===== src/rtl/mibm_pkg.sv =====
// Shared constants and types for the lowest-id bearing median filter.
package mibm_pkg;

   // History length and derived widths
   localparam int HISTORY_DEPTH = 20;
   localparam int AGE_W         = $clog2(HISTORY_DEPTH);
   localparam int MID_HI        = HISTORY_DEPTH / 2;
   localparam int MID_LO        = HISTORY_DEPTH / 2 - 1;

   // Field widths
   localparam int ID_W      = 16;
   localparam int BEARING_W = 9;

   // Fixed codes
   localparam logic [ID_W-1:0]      START_ID   = ID_W'(10000);
   localparam logic [BEARING_W-1:0] EMPTY_CODE = BEARING_W'(255);
   localparam logic                 OP_SOURCE  = 1'b0;
   localparam logic                 OP_EMPTY   = 1'b1;

   // One history sample held in a cell: value plus age in frames
   typedef struct packed {
      logic signed [BEARING_W-1:0] value;
      logic [AGE_W-1:0]            age;
   } entry_type;

   typedef enum logic {
      ST_IDLE,
      ST_MEDIAN
   } state_type;

endpackage


===== src/rtl/mibm_if.sv =====
// Valid/ready channel interfaces for source entries and median results.
interface mibm_req_if;
   import mibm_pkg::*;
   logic                        valid;
   logic                        ready;
   logic                        op;
   logic [ID_W-1:0]             source_id;
   logic signed [BEARING_W-1:0] bearing;
   logic                        last_in_frame;

   modport source (output valid, op, source_id, bearing, last_in_frame, input ready);
   modport sink   (input valid, op, source_id, bearing, last_in_frame, output ready);
endinterface

interface mibm_rsp_if;
   import mibm_pkg::*;
   logic                        valid;
   logic                        ready;
   logic signed [BEARING_W-1:0] smoothed_bearing;

   modport source (output valid, smoothed_bearing, input ready);
   modport sink   (input valid, smoothed_bearing, output ready);
endinterface


===== src/rtl/mibm_cell.sv =====
// One cell of the sorted history chain: holds a sample and its age.
module mibm_cell
   import mibm_pkg::*;
(
   input  logic                        clock,
   input  logic                        reset,
   input  logic                        push,
   input  logic signed [BEARING_W-1:0] new_value,
   input  entry_type                   prv_entry,
   input  entry_type                   nxt_entry,
   input  logic                        prv_exists,
   input  logic                        nxt_exists,
   input  logic                        clear_in,
   input  logic [AGE_W-1:0]            reset_age,
   output logic                        clear_out,
   output entry_type                   entry
);

   entry_type entry_ff, entry_in;
   logic      is_oldest;

   entry_type                   li, lp;
   logic                        li_inf, lp_ninf, li_le, lp_le;
   logic signed [BEARING_W-1:0] li_val, lp_val;

   assign is_oldest = (entry_ff.age == AGE_W'(HISTORY_DEPTH - 1));
   // clear_in: the oldest sample is at this cell or to the right
   assign clear_out = clear_in && !is_oldest;
   assign entry     = entry_ff;

   // Sorted insert with removal of the oldest sample
   always_comb begin
      // element at this slot once the oldest is dropped
      if (clear_in && !is_oldest) begin
         li     = entry_ff;
         li_inf = 1'b0;
      end else begin
         li     = nxt_entry;
         li_inf = !nxt_exists;
      end
      // element at the slot to the left once the oldest is dropped
      if (!prv_exists) begin
         lp      = entry_ff;
         lp_ninf = 1'b1;
      end else begin
         lp      = clear_in ? prv_entry : entry_ff;
         lp_ninf = 1'b0;
      end
      li_val = li.value;
      lp_val = lp.value;
      li_le  = !li_inf && (li_val <= new_value);
      lp_le  = lp_ninf || (lp_val <= new_value);

      entry_in = entry_ff;
      if (push) begin
         if (li_le) begin
            entry_in.value = li_val;
            entry_in.age   = li.age + AGE_W'(1);
         end else if (lp_le) begin
            entry_in.value = new_value;
            entry_in.age   = '0;
         end else begin
            entry_in.value = lp_val;
            entry_in.age   = lp.age + AGE_W'(1);
         end
      end
   end

   always_ff @(posedge clock) begin
      if (reset) begin
         entry_ff.value <= '0;
         entry_ff.age   <= reset_age;
      end else begin
         entry_ff <= entry_in;
      end
   end

endmodule


===== src/rtl/min_id_source_bearing_median.sv =====
// A frame's last entry is inserted into the cell chain; the median of the middle cells
// is then registered as the result. An empty frame's 255 shows in the next cycle.
// Throughput: one source entry per cycle while idle and the result slot is free; a
// frame end also holds off input for the median state after the chain's insert step.
// Reset: synchronous; history reads all zero, frame state restarts, no result pending.
module min_id_source_bearing_median
   import mibm_pkg::*;
(
   input  logic   clock,
   input  logic   reset,
   mibm_req_if.sink   req_bus,
   mibm_rsp_if.source rsp_bus
);

   state_type state_ff, state_in;

   logic [ID_W-1:0]             lowest_ff, lowest_in;
   logic signed [BEARING_W-1:0] chosen_ff, chosen_in;
   logic                        start_ff, start_in;

   logic                        out_valid_ff, out_valid_in;
   logic signed [BEARING_W-1:0] out_data_ff, out_data_in;

   logic                        accept, push, slot_free;
   logic [ID_W-1:0]             eff_lowest;
   logic signed [BEARING_W-1:0] eff_chosen, new_chosen, median;

   entry_type                   entries [HISTORY_DEPTH];
   logic                        clears  [HISTORY_DEPTH+1];

   assign slot_free     = !out_valid_ff || rsp_bus.ready;
   assign req_bus.ready = (state_ff == ST_IDLE) && slot_free;
   assign accept        = req_bus.valid && req_bus.ready;
   assign push          = accept && (req_bus.op == OP_SOURCE) && req_bus.last_in_frame;

   // Lowest-id pick within the frame; a later entry wins a tie
   always_comb begin
      eff_lowest = start_ff ? START_ID : lowest_ff;
      eff_chosen = start_ff ? req_bus.bearing : chosen_ff;
      new_chosen = (req_bus.source_id <= eff_lowest) ? req_bus.bearing : eff_chosen;
   end

   // Sorted history chain
   assign clears[0] = 1'b1;
   for (genvar g = 0; g < HISTORY_DEPTH; g++) begin : g_cell
      mibm_cell u_cell (
         .clock      (clock),
         .reset      (reset),
         .push       (push),
         .new_value  (new_chosen),
         .prv_entry  (entries[(g == 0) ? 0 : g - 1]),
         .nxt_entry  (entries[(g == HISTORY_DEPTH - 1) ? g : g + 1]),
         .prv_exists (g != 0),
         .nxt_exists (g != HISTORY_DEPTH - 1),
         .clear_in   (clears[g]),
         .reset_age  (AGE_W'(g)),
         .clear_out  (clears[g+1]),
         .entry      (entries[g])
      );
   end

   // Median from the middle cells; even depth averages toward zero
   if ((HISTORY_DEPTH % 2) == 0) begin : g_even
      logic signed [BEARING_W:0] mid_sum, mid_adj;
      always_comb begin
         mid_sum = {entries[MID_LO].value[BEARING_W-1], entries[MID_LO].value}
                 + {entries[MID_HI].value[BEARING_W-1], entries[MID_HI].value};
         mid_adj = mid_sum + {{BEARING_W{1'b0}}, mid_sum[BEARING_W]};
         median  = mid_adj[BEARING_W:1];
      end
   end else begin : g_odd
      assign median = entries[MID_HI].value;
   end

   // Frame state and sequencing
   always_comb begin
      state_in     = state_ff;
      lowest_in    = lowest_ff;
      chosen_in    = chosen_ff;
      start_in     = start_ff;
      out_valid_in = out_valid_ff && !rsp_bus.ready;
      out_data_in  = out_data_ff;
      unique case (state_ff)
         ST_IDLE: begin
            if (accept) begin
               if (req_bus.op == OP_EMPTY) begin
                  start_in     = 1'b1;
                  out_valid_in = 1'b1;
                  out_data_in  = EMPTY_CODE;
               end else begin
                  lowest_in = (req_bus.source_id <= eff_lowest) ? req_bus.source_id
                                                               : eff_lowest;
                  chosen_in = new_chosen;
                  start_in  = req_bus.last_in_frame;
                  if (req_bus.last_in_frame) begin
                     state_in = ST_MEDIAN;
                  end
               end
            end
         end
         ST_MEDIAN: begin
            if (slot_free) begin
               out_valid_in = 1'b1;
               out_data_in  = median;
               state_in     = ST_IDLE;
            end
         end
         default: state_in = ST_IDLE;
      endcase
   end

   always_ff @(posedge clock) begin
      if (reset) begin
         state_ff     <= ST_IDLE;
         lowest_ff    <= START_ID;
         chosen_ff    <= '0;
         start_ff     <= 1'b1;
         out_valid_ff <= 1'b0;
      end else begin
         state_ff     <= state_in;
         lowest_ff    <= lowest_in;
         chosen_ff    <= chosen_in;
         start_ff     <= start_in;
         out_valid_ff <= out_valid_in;
      end
   end

   always_ff @(posedge clock) begin
      out_data_ff <= out_data_in;
   end

   assign rsp_bus.valid            = out_valid_ff;
   assign rsp_bus.smoothed_bearing = out_data_ff;

endmodule


===== src/flat_wrapper.sv =====
// flat-port wrapper written by rule: the top's interface ports become plain ports
module min_id_source_bearing_median_flat import mibm_pkg::*;
  (clock, reset, req_bus_valid, req_bus_op, req_bus_source_id, req_bus_bearing, req_bus_last_in_frame, req_bus_ready, rsp_bus_valid, rsp_bus_smoothed_bearing, rsp_bus_ready);
  mibm_req_if req_bus_i ();
  mibm_rsp_if rsp_bus_i ();
  input  logic clock;
  input  logic reset;
  input wire logic [$bits(req_bus_i.valid)-1:0] req_bus_valid;
  input wire logic [$bits(req_bus_i.op)-1:0] req_bus_op;
  input wire logic [$bits(req_bus_i.source_id)-1:0] req_bus_source_id;
  input wire logic [$bits(req_bus_i.bearing)-1:0] req_bus_bearing;
  input wire logic [$bits(req_bus_i.last_in_frame)-1:0] req_bus_last_in_frame;
  output wire logic [$bits(req_bus_i.ready)-1:0] req_bus_ready;
  output wire logic [$bits(rsp_bus_i.valid)-1:0] rsp_bus_valid;
  output wire logic [$bits(rsp_bus_i.smoothed_bearing)-1:0] rsp_bus_smoothed_bearing;
  input wire logic [$bits(rsp_bus_i.ready)-1:0] rsp_bus_ready;
  assign req_bus_i.valid = req_bus_valid;
  assign req_bus_i.op = req_bus_op;
  assign req_bus_i.source_id = req_bus_source_id;
  assign req_bus_i.bearing = req_bus_bearing;
  assign req_bus_i.last_in_frame = req_bus_last_in_frame;
  assign req_bus_ready = req_bus_i.ready;
  assign rsp_bus_valid = rsp_bus_i.valid;
  assign rsp_bus_smoothed_bearing = rsp_bus_i.smoothed_bearing;
  assign rsp_bus_i.ready = rsp_bus_ready;
  min_id_source_bearing_median u_core (.clock(clock), .reset(reset), .req_bus(req_bus_i), .rsp_bus(rsp_bus_i));
endmodule

===== config.mk =====
export PLATFORM = sky130hd
export DESIGN_NAME = min_id_source_bearing_median_flat
export DESIGN_NICKNAME = d
export VERILOG_FILES = /design/src/rtl/mibm_pkg.sv /design/src/rtl/mibm_if.sv /design/src/rtl/mibm_cell.sv /design/src/rtl/min_id_source_bearing_median.sv /design/src/flat_wrapper.sv
export SDC_FILE = /design/constraint.sdc
export NUM_CORES = 1
export LEC_CHECK = 0
export BUFFER_PORTS_ARGS = -buffer_cell sky130_fd_sc_hd__buf_2
export CAP_MARGIN = 0
export CORE_AREA = 2 2 254 318
export CTS_CLUSTER_SIZE = 12
export DETAILED_ROUTE_END_ITERATION = 6
export DIE_AREA = 0 0 256 320
export PLACE_DENSITY = 0.68
export SLEW_MARGIN = 40
export SYNTH_ARGS = -nofsm -noshare
export SYNTH_HDL_FRONTEND = slang
export SYNTH_HIERARCHICAL = 1
export SYNTH_SLANG_ARGS = --single-unit

===== constraint.sdc =====
create_clock -name clock -period 10.6 [get_ports clock]
set_clock_uncertainty 0.15 [all_clocks]
set_input_delay 2.12 -clock clock [delete_from_list [all_inputs] [get_ports clock]]
set_output_delay 2.12 -clock clock [all_outputs]
set_load 0.01 [all_outputs]

Word level (Yosys, flattened, before mapping) --
Index checks and enable logic that the tools add are counted.
Cells by class: $add $sub $neg 22, magnitude comparators 21, eq/ne operators 23, multiplexer cells 76, bitwise operators 3, reductions and logical operators 52
Operators with widths (count):
- $mux 14 | 57
- $le 9x9->1 | 20
- $add 5x1->5 const B | 20
- $eq 5x5->1 const B | 20
- $mux 9 | 5
- $mux 16 | 2
- $logic_and 1x1->1 | 25
- $logic_not 1->1 | 22
- $pmux 9 s2 | 1
- $le 16x16->1 | 1
- $add 10x1->10 | 1
- $add 9x9->10 | 1
- $mux 1 | 8
- $reduce_and 3->1 | 2
- $mux 5 | 1
- $ne 2x2->1 const B | 2
- $pmux 1 s2 | 2
- $reduce_and 2->1 | 2
- $not 1->1 | 3
- $ne 2x1->1 const B | 1
- $logic_or 1x1->1 | 1
Storage, ports and cells: flip-flop bits (word level) 317, input bits 31, output and inout port bits 11, logic and storage cells 243

Longest topological paths before layout --
word-level depth 24, mapped depth 65, gate-level depth less buffers 50

Cells and area by module --
Netlist, hierarchy kept.
Modules (own cells, without submodules):
- mibm_cell at u_core.g_cell[13].u_cell ... | instances 10, cells each 223, area an instance 1803.0 um2, sequential area each 330.3 um2
- mibm_cell at u_core.g_cell[0].u_cell ... | instances 7, cells each 220, area an instance 1800.5 um2, sequential area each 330.3 um2
- mibm_cell at u_core.g_cell[7].u_cell ... | instances 3, cells each 232, area an instance 1893.1 um2, sequential area each 330.3 um2
- min_id_source_bearing_median | instances 1, cells each 346, area an instance 2822.7 um2, sequential area each 830.8 um2

Least setup slack after synthesis --
OpenSTA, ideal clock, no wires.
path kind flip-flop to flip-flop, from reg u_core.g_cell[0].u_cell.entry_ff, in the netlist u_core/g_cell[0].u_cell/entry[2], to reg u_core.g_cell[18].u_cell.entry_ff, in the netlist u_core/g_cell[18].u_cell/entry[2], data pin, arrival 10173 ps, data required time 10190 ps, setup slack 18 ps, stages on the path, launching flop included 62, cells stage by stage edfxtp_1 > nand3b_4 > o21ai_4 > inv_4 > buf_2 > o21ai_4 > inv_4 > buf_2 > o21ai_4 > inv_4 > buf_2 > o21ai_4 > inv_4 > buf_2 > o21ai_4 > inv_4 > buf_2 > o21ai_4 > (+26 left out) > o21ai_4 > inv_4 > o21ai_4 > inv_4 > o21ai_4 > inv_4 > buf_4 > nand2_1 > buf_2 > mux2_2 > ha_1 > or3b_2 > a21oi_1 > nor2_1 > o2111ai_1 > buf_4 > o31ai_1 > mux2_2
RTL lines:
- start: declaration | line mibm_cell.sv:19 | entry_type entry_ff, entry_in;
- start signal: assignment | line mibm_cell.sv:74 | entry_ff <= entry_in;
- end signal: assignment | line mibm_cell.sv:74
- end: declaration | line mibm_cell.sv:19

==> results.json <==
{
  "outcome": "finished, violations left",
  "failed_checks": "slew limit",
  "cts-htree-levels": 2,
  "row_count": 115,
  "synth.top_cells.by_area": "sky130_fd_sc_hd__ha_1 (14%), sky130_fd_sc_hd__dfxtp_1 (11%), sky130_fd_sc_hd__edfxtp_1 (8.4%), sky130_fd_sc_hd__mux2i_1 (7.8%), sky130_fd_sc_hd__mux2_2 (6.5%)",
  "post-route-util": 0.5360,
  "max_cap_viol_count": 0,
  "drive_above_1_share": 0.1152,
  "maximum_number_of_pins_on_one_net_before_global_route_repair": 148,
  "post_synth_and_or_nand_nor_area_fraction": 0.2453,
  "cellInternalPower_mw": 2.934,
  "wl_per_cell_um": 18.33,
  "globalRouteOverflowTotal": 0,
  "grt_pass1_wl_um": 181600,
  "cp_slowest_stage_delay_ns": 0.53,
  "ys_seq_elements": 317,
  "crit_start": "u_core/g_cell[0].u_cell/entry[0]",
  "groute.usage.overall": 0.2636,
  "fill_cell_total_of_the_finished_layout": 7362,
  "yosys_most_used_dff": "sky130_fd_sc_hd__dfxtp_1",
  "critical_path_peak_fanout": 24,
  "synth_most_common_cell": "sky130_fd_sc_hd__nand2_1",
  "rsz0062_at_grt": "no",
  "critical_path_required_ns": 10.79,
  "yosys.area_share.adder": 0.1367,
  "min_path_cells": 2,
  "kind_of_launch_point_of_the_worst_setup_path": "flip-flop",
  "timing.rr.start": "u_core/g_cell[0].u_cell/entry[0]",
  "final.setup.worst_slack_ns": 0.9586,
  "drt_first_pass_iters": 6,
  "holdBufCountCts": 0,
  "layout_worst_path_cycle_share": 0.9096,
  "cts_inserted_buffers": 39,
  "power.switching_mw": 1.813,
  "placed_cells_incl_taps": 5942,
  "timing.hold.worst_endpoint": "u_core/chosen_ff[4]",
  "power.combinational.fraction": 0.369,
  "placement.io_buffers": 41,
  "worstPathArrival_ns": 9.83,
  "end_kind": "flip-flop",
  "power.leakage_nw": 19.81,
  "worstMarginPinSlew_ns": 1.614,
  "power.ir.vdd_worst_mv": 0.1319,
  "post-route-drc-count": 0,
  "cts_tree": "built",
  "dp_hpwl_um": 79940,
  "stdcell_count": 6019,
  "routed_via_density": 5.904,
  "core_um2": 78710,
  "num-nets-final": 5392,
  "routabilityCongestion": 0.8866,
  "grt_pass1_vias": 35350,
  "final_max_slew_viol_count": 15,
  "cts_num_sinks": 317,
  "synthXorXnorAreaFrac": 0.02887,
  "post_synth.cell_area_avg_um2": 8.133,
  "detailroute.via_count": 35540,
  "crit_slowest_cell": "sky130_fd_sc_hd__edfxtp_1",
  "area_of_the_die_um2": 81920,
  "placed_area_um2": 40740,
  "synth_top_family_by_area": "simple AND/OR/NAND/NOR gates",
  "clkTransAtPathRegs_ns": 0.06,
  "worst_hold_startpoint": "u_core/chosen_ff[4]",
  "antenna_found_initial": 0,
  "max_freq_mhz": 103.7,
  "synth.area.mux_share": 0.1462,
  "slew_headroom": -0.07693,
  "path_class": "reg2reg",
  "synth_area_um2": 39140,
  "setup_total_negative_slack_ns": 0,
  "floorplan.initialDensity": 0.4972,
  "ys_top_cells_by_count": "sky130_fd_sc_hd__nand2_1 (654), sky130_fd_sc_hd__ha_1 (426), sky130_fd_sc_hd__a21oi_1 (339), sky130_fd_sc_hd__inv_1 (312), sky130_fd_sc_hd__mux2i_1 (306)",
  "clockRootBuffer": "sky130_fd_sc_hd__clkbuf_16",
  "area_fraction_in_compound_gates_after_synthesis": 0.1922,
  "die-height_um": 320,
  "drt_wl_total_um": 110300,
  "syn_to_final_growth_pct": 7.804,
  "critical-path-top-cell-by-count": "sky130_fd_sc_hd__o21ai_4",
  "synthCells": 4812,
  "ys_seq_area_frac": 0.1900,
  "reg2reg_slack_ns": 0.96,
  "yosys.area.top_type_share": 0.1362,
  "synth_edf_count": 109,
  "smallest_hold_slack_ns": 0.3100,
  "cts.path.max_buffers": 3,
  "post-route-min-period_ns": 9.641,
  "power.share.switching": 0.3819,
  "min-delay-path-class": "reg2reg",
  "timing_hold_violations_final": 0,
  "share_of_total_power_in_sequential_cells": 0.327,
  "ys.warnings.count": 6,
  "clock_power_share": 0.304,
  "report.final.setup_viol": 0,
  "design_power_total_mw": 4.747,
  "detailedRoute.firstIterationViolations": 2225,
  "ant_nets": 0,
  "final_cell_area_um2": 42190,
  "synth_cell_types": 96,
  "die_w_um": 256,
  "synth_async_sr_flop_share": 0,
  "power_density_nw_per_um2": 112.5,
  "library_cell_occupying_the_most_area_in_the_post_synthesis_netlist": "sky130_fd_sc_hd__ha_1",
  "post-place-ws_ns": 0.7322,
  "count_of_cells_along_the_worst_register_to_register_path": 51,
  "ios": 42,
  "clk-insertion-delay-late_ns": 0.61,
  "crit-reg2reg-capture": "u_core/g_cell[19].u_cell/entry[0]"
}
==> worst max path at each step <==
stage / end / slack, ns
detailed placement: u_core/g_cell[18].u_cell/entry[2] / 0.73
global placement: u_core/g_cell[18].u_cell/entry[2] / 1.09
finish: u_core/g_cell[19].u_cell/entry[0] / 0.96
floorplan: u_core/g_cell[18].u_cell/entry[2] / 0.02
global route: u_core/g_cell[19].u_cell/entry[0] / 0.01
CTS: u_core/g_cell[18].u_cell/entry[2] / 0.72
==> registers in the layout, summed over array words and instances, names as in the netlist <==
register / flops
u_core/g_cell.u_cell/entry: 280
u_core/state_ff: 1
u_core/start_ff: 1
u_core/chosen_ff: 9
u_core/rsp_bus.smoothed_bearing: 9
u_core/rsp_bus.valid: 1
u_core/lowest_ff: 16
==> repair_timing <==
item	CTS	global route
gates resized for setup	0	4
setup buffers	0	4
setup endpoints to repair	0	17
==> cells by family (layout without fill, tap and decap cells) <==
group	after synthesis	in the layout
AOI/OAI and AO/OA	1134	1134
DFF	317	317
buffers and inverters	541	495
adders and majority gates	427	427
muxes	542	542
other	2	202
and+or+nand+nor	1720	1720
xor gates and xnor gates	129	129
==> cell usage in the layout (no fill, tap or decap), types with 19 or more instances in the layout <==
cell type                   count
sky130_fd_sc_hd__nand4_1       82
sky130_fd_sc_hd__nor2_1       136
sky130_fd_sc_hd__edfxtp_1     109
sky130_fd_sc_hd__nand2b_1      77
sky130_fd_sc_hd__inv_1        312
sky130_fd_sc_hd__clkbuf_16     40
sky130_fd_sc_hd__nor3b_1      169
sky130_fd_sc_hd__o21ai_4       20
sky130_fd_sc_hd__xnor2_1       57
sky130_fd_sc_hd__a21o_1        37
sky130_fd_sc_hd__and3_1        21
sky130_fd_sc_hd__a311o_1       24
sky130_fd_sc_hd__nand3b_1      19
sky130_fd_sc_hd__buf_2         40
sky130_fd_sc_hd__a211o_1       26
sky130_fd_sc_hd__nor3_1        81
sky130_fd_sc_hd__a21oi_1      337
sky130_fd_sc_hd__nand3b_4      20
sky130_fd_sc_hd__conb_1       201
sky130_fd_sc_hd__mux2i_1      306
sky130_fd_sc_hd__buf_4         48
sky130_fd_sc_hd__o21ai_1       19
sky130_fd_sc_hd__mux2_2       233
sky130_fd_sc_hd__dfxtp_1      208
sky130_fd_sc_hd__o31ai_1       24
sky130_fd_sc_hd__xor2_1        72
sky130_fd_sc_hd__a31oi_1      168
sky130_fd_sc_hd__or2_2         21
sky130_fd_sc_hd__ha_1         426
sky130_fd_sc_hd__or3_1         62
sky130_fd_sc_hd__or4bb_1       27
sky130_fd_sc_hd__a2bb2oi_1     22
sky130_fd_sc_hd__nand3_1      104
sky130_fd_sc_hd__nand2_1      652
sky130_fd_sc_hd__o21ai_0      240
sky130_fd_sc_hd__nor2b_1      139
sky130_fd_sc_hd__a21boi_0      27
==> power by group through the flow <==
stage	clock, mW	sequential, mW	combinational, mW
4_1_cts	1.47	1.55	1.72
3_5_place_dp	0	1.58	1.71
5_1_grt	1.52	1.57	1.94
3_3_place_gp	0	1.58	1.68
2_1_floorplan	0	1.49	1.41
6_report	1.44	1.55	1.75
==> worst max-delay path: cells and delay by family, from the launching register on <==
| kind | cells | cell delay (ns) |
|---|---|---|
| buffers and inverters | 21 | 3.93 |
| AOI/OAI and AO/OA | 23 | 3.65 |
| and+or+nand+nor | 6 | 0.80 |
| DFF | 1 | 0.53 |
| adders and majority gates | 1 | 0.25 |
==> layout make-up <==
| cell class | instances | area, um^2 | area share |
|---|---|---|---|
| clock inverter | 18 | 236.5 | 0.005605 |
| clock buffer | 54 | 1094 | 0.02592 |
| multi-input combinational | 4153 | 30200 | 0.7158 |
| sequential | 317 | 7437 | 0.1763 |
| inverter | 332 | 1289 | 0.03055 |
| antenna | 1 | 2.502 | 0.00005931 |
| tap | 1053 | 1318 | 0.03123 |
| timing repair buffer | 91 | 615.6 | 0.01459 |
==> layer usage <==
metal	global-route usage	part of all wire	vias to the layer above
met4	0.1119	0.038	0
met5	0	0	-
li1	-	-	17680
met1	0.3210	0.43	16720
met3	0.02837	0.045	233
met2	0.4695	0.49	898
Note: power is estimated with default switching activity, not from simulation.
